==> src/design/vxw_pkg.sv <==
// ----------------------------------------------------------------------------
// vxw_pkg
// shared types and constants for the vertex index welder: payload structs,
// register indexes, controller states and the controller/datapath signals
// ----------------------------------------------------------------------------
package vxw_pkg;

   // default sizing
   localparam int DEFAULT_TABLE_DEPTH = 1024;
   localparam int DEFAULT_MAX_STRIDE  = 8;

   // fixed field widths
   localparam int WORD_W     = 16;
   localparam int KEY_W      = 48;
   localparam int VNUM_W     = 10;
   localparam int WIC_W      = 3;
   localparam int STRIDE_W   = 4;
   localparam int OFFSET_W   = 3;
   localparam int STRIDE_CMP_W = 5;
   localparam int CSR_IDX_W  = 2;
   localparam int CSR_DATA_W = 4;

   // register indexes
   localparam logic [CSR_IDX_W-1:0] CSR_CORNER_STRIDE   = 2'd0;
   localparam logic [CSR_IDX_W-1:0] CSR_POSITION_OFFSET = 2'd1;
   localparam logic [CSR_IDX_W-1:0] CSR_NORMAL_OFFSET   = 2'd2;
   localparam logic [CSR_IDX_W-1:0] CSR_TEXCOORD_OFFSET = 2'd3;

   // input transaction
   typedef struct packed {
      logic [WORD_W-1:0] index_word;
      logic              mesh_start;
   } req_type;

   // result transaction
   typedef struct packed {
      logic [VNUM_W-1:0] vertex_number;
      logic              is_new;
      logic              overflow;
   } rsp_type;

   // controller states
   typedef enum logic [1:0] {
      ST_IDLE,
      ST_SEARCH,
      ST_EMIT
   } state_type;

   // controller to datapath
   typedef struct packed {
      logic take;
      logic search;
      logic emit;
   } cmd_type;

   // datapath to controller
   typedef struct packed {
      logic corner_done;
      logic found;
      logic miss;
      logic slot_free;
   } status_type;

endpackage

==> src/design/vxw_ctrl.sv <==
// ----------------------------------------------------------------------------
// vxw_ctrl
// sequencer: takes words, runs the table scan of a finished corner and
// hands the outcome to the result register
// ----------------------------------------------------------------------------
module vxw_ctrl (
   input  logic                clock,
   input  logic                reset,
   input  logic                req_valid,
   output logic                req_ready,
   input  vxw_pkg::status_type status,
   output vxw_pkg::cmd_type    cmd
);
   import vxw_pkg::*;

   state_type state_ff, state_in;

   // next state
   always_comb begin
      state_in = state_ff;
      unique case (state_ff)
         ST_IDLE: begin
            if (req_valid && status.corner_done) begin
               state_in = ST_SEARCH;
            end
         end
         ST_SEARCH: begin
            if (status.found || status.miss) begin
               state_in = ST_EMIT;
            end
         end
         ST_EMIT: begin
            if (status.slot_free) begin
               state_in = ST_IDLE;
            end
         end
         default: state_in = ST_IDLE;
      endcase
   end

   always_ff @(posedge clock) begin
      if (reset) begin
         state_ff <= ST_IDLE;
      end else begin
         state_ff <= state_in;
      end
   end

   // outputs
   always_comb begin
      req_ready  = 1'b0;
      cmd.take   = 1'b0;
      cmd.search = 1'b0;
      cmd.emit   = 1'b0;
      unique case (state_ff)
         ST_IDLE: begin
            req_ready = 1'b1;
            cmd.take  = req_valid;
         end
         ST_SEARCH: begin
            cmd.search = 1'b1;
         end
         ST_EMIT: begin
            cmd.emit = status.slot_free;
         end
         default: ;
      endcase
   end

endmodule

==> config.mk <==
export PLATFORM = sky130hd
export DESIGN_NAME = vxw_ctrl
export DESIGN_NICKNAME = d
export VERILOG_FILES = /design/src/design/vxw_pkg.sv /design/src/design/vxw_ctrl.sv
export SDC_FILE = /design/constraint.sdc
export NUM_CORES = 1
export LEC_CHECK = 0
export BUFFER_PORTS_ARGS = -buffer_cell sky130_fd_sc_hd__buf_4
export CELL_PAD_IN_SITES_DETAIL_PLACEMENT = 0
export CELL_PAD_IN_SITES_GLOBAL_PLACEMENT = 1
export CORE_AREA = 2 2 39 41
export CTS_CLUSTER_DIAMETER = 60
export DETAILED_ROUTE_END_ITERATION = 10
export DIE_AREA = 0 0 41 43
export PLACE_DENSITY_LB_ADDON = 0.1
export RECOVER_POWER = 50
export SETUP_SLACK_MARGIN = 0.05
export SYNTH_ARGS = -nofsm -noshare
export SYNTH_HDL_FRONTEND = slang
export SYNTH_SLANG_ARGS = --single-unit
==> constraint.sdc <==
create_clock -name clock -period 1.1 [get_ports clock]
set_clock_uncertainty 0.2 [all_clocks]
set_input_delay 0.055 -clock clock [delete_from_list [all_inputs] [get_ports clock]]
set_output_delay 0.055 -clock clock [all_outputs]
set_load 0.02 [all_outputs]
==> run_results.csv <==
group,metric,value,unit
outcome,run_status,"finished with violations",
floorplanning,floorplan.rows,14,
logic_synthesis,ys_seq_area_frac,0.340,
pwr,maximum_vdd_ir_drop,0.000388,V
clock_tree,cts.root.buffer_cell,"clkbuf_4",
pwr,leakage_power,0.128,nW
global_route,pin_count_of_the_biggest_net_entering_global_routing,7,
clock_tree,cts_tree,"yes",
timing,unrepaired_setup_endpoints_after_global_routing,"yes",
final_layout,fillerInstances,163,
place,place_hpwl,307,um
floorplanning,floorplan.io_pins,11,
logic_synthesis,synth-edff-count,0,
setup_path,timing_worst_setup_path_type,"reg2out",
route,first_pass_iters,1,
global_route,antenna_violations_before_repair,0,
route,detail_route.wl_per_cell,7.98,um
setup_path,worstPathMaxFanout,6,
final_layout,share_of_layout_cells_above_drive_strength_1,0.733,
logic_synthesis,post-synth-top-count-cell,"nor2_1",
final_layout,finish.utilization,0.214,
global_route,grt_pass1_vias,165,
setup_path,worst_setup_path_end_kind,"output port",
timing,max_freq,846,MHz
logic_synthesis,ys_seq_elements,2,
timing,timing_max_transition_violations_final,0,
route,via_per_inst,3.48,
final_layout,multiInputGateArea,92.6,um^2
logic_synthesis,synth_top_cell_by_area,"dfxtp_1",
setup_path,arrival_time_of_data_at_the_critical_path_endpoint,930,ps
global_route,grt_pass1_wl,607,um
timing,worst_slew_margin_rel,0.904,
route,ant_nets,0,
floorplanning,area_of_the_die,1760,um^2
timing,timing_hold_violations_final,2,
floorplanning,core_region,1380,um^2
timing,timing.final.setup_violations,4,
logic_synthesis,synth.net_count,21,
final_layout,largest_register_ffs,2,
clock_tree,cts_sinks,2,
timing,fin_hold_ws,-95.4,ps
logic_synthesis,synth_top_area_share,0.340,
final_layout,finish.net_count,39,
timing,final_period_minus_worst_setup_slack,1180,ps
hold_path,worst_hold_path_type,"in2reg",
final_layout,top_register,"state_ff",
clock_tree,cts_made_buffers,3,
logic_synthesis,synth.distinct_cells,10,
place,gp_routability_congestion,0.610,
final_layout,top_regs,"state_ff (2)",
final_layout,antenna-diode-count,0,
logic_synthesis,synthesis.area_per_instance,8.40,um^2
hold_path,min_delay_path_depth,4,
route,wl,367,um
clock_tree,cts-hold-fix-buffers,2,
floorplanning,horizontal_die_dimension,41,um
flow_run,maxCapViolCount,0,
setup_path,number_of_cells_on_the_worst_reg_to_reg_path,4,
logic_synthesis,ys_top_cells_by_count,"nor2_1, dfxtp_1, nand2_1",
setup_path,worst-endpoint-required,840,ps
logic_synthesis,syn-cell-area,118,um^2
clock_tree,htree_levels,1,
timing,worst_slack,-82.0,ps
route,route.vias.total,160,
timing,tightest_slew,144,ps
logic_synthesis,synthFlopType,"dfxtp_1",
route,drc,0,
place,count_of_input_and_output_buffers,10,
logic_synthesis,postSynth.asyncResetShare,0,
final_layout,areaGrowthSynthToFinish,152,%
route,drt-initial-drc-count,0,
timing,layout_worst_path_cycle_share,1.07,
floorplanning,fp.dieH,43,um
logic_synthesis,synth.yosys.warnings,0,
clock_tree,clk_latency,220,ps
setup_path,crit_path_start_kind,"flop",
clock_tree,clock_slew_seen_by_the_registers_of_the_worst_setup_and_hold_paths,30,ps
global_route,grt-ovfl-total,0,
place,placed_cells_incl_taps,40,
outcome,failed_checks,"hold timing, setup timing",
floorplanning,initial_utilization,0.0850,
final_layout,final-seq-area,47.5,um^2
global_route,total_routing_resource_utilization_after_global_routing,0.0551,
logic_synthesis,syn_inst,14,
clock_tree,clock_tree.buffer_depth,2,
final_layout,instances_no_fill,46,
logic_synthesis,ys_top_cells_by_area,"dfxtp_1, nor2b_4, nor2_1",
pwr,cellPowerDensity,1070,nW/um^2
-- worst paths after layout --
path	end	start	slack (ps)
setup / recovery	cmd[0]	state_ff[0]	-80
hold / removal	state_ff[1]	status[0]	-100
setup reg to reg	state_ff[1]	state_ff[0]	30
hold reg to reg	state_ff[0]	state_ff[1]	280
-- cell families (layout without fill, tap and decap cells) --
logic type             count (synthesis)  in the layout  synth area share
and+or+nand+nor                        9              9             0.479
AOI/OAI and AO/OA                      3              3             0.181
DFF                                    2              2             0.340
buffers and inverters                  0             16                 0
-- per-layer routing --
layer / GRT usage / part of all wire / up-vias
met4: 0.0400 / 0 / 0
met5: 0 / 0 / -
met3: 0.0314 / 0.14 / 0
met2: 0.0750 / 0.44 / 9
li1: - / - / 81
met1: 0.0605 / 0.42 / 70
-- per-stage QoR --
| stage | instance area (um^2) | power [mW] | TNS [ps] | setup slack, ps |
|---|---|---|---|---|
| 2_1_floorplan | 126 | 0.111 | 0 | 9.43 |
| 3_3_place_gp | 221 | 0.146 | -21.4 | -21.4 |
| 3_5_place_dp | 221 | 0.146 | -40.9 | -24.7 |
| 4_1_cts | 292 | 0.325 | -307 | -97.6 |
| 5_1_grt | 297 | 0.344 | -449 | -119 |
| 6_report | 297 | 0.316 | -215 | -82.0 |
-- worst max-delay path: stages (launching register included) --
cell and delay [ps]:
dfxtp_4 370, and3b_2 210, buf_6 130
-- power breakdown --
group	internal [mW]	total, mW	leakage (nW)	switching, mW
Sequential	0.0740	0.0807	0.0178	0.00677
Clock	0.120	0.158	0.0138	0.0379
Combinational	0.0483	0.0776	0.0962	0.0293
Total	0.242	0.316	0.128	0.0739
-- cell type report --
type,instances,area share
tap,16,0.0675
sequential,2,0.160
multi-input combinational,12,0.312
clock buffer,3,0.0759
timing repair buffer,13,0.384
-- timing repair --
| item | 4_1_cts | 5_1_grt |
|---|---|---|
| hold endpoints to repair | 2 | 2 |
| pin swaps | 2 | 0 |
| endpoints found under the setup margin | 6 | 6 |
| setup buffers | 1 | 0 |
| gates resized for setup | 8 | 1 |
-- cell usage in the layout (no fill, tap or decap), drive strengths merged --
cell type	instances
a21oi	1
dfxtp	2
nand2	2
dlygate4sd3	2
nor2	3
a211oi	1
nor2b	1
and3b	1
clkbuf	3
buf	11
nand3b	1
o21ai	1
and2	1
Note: power is estimated with default switching activity, not from simulation.
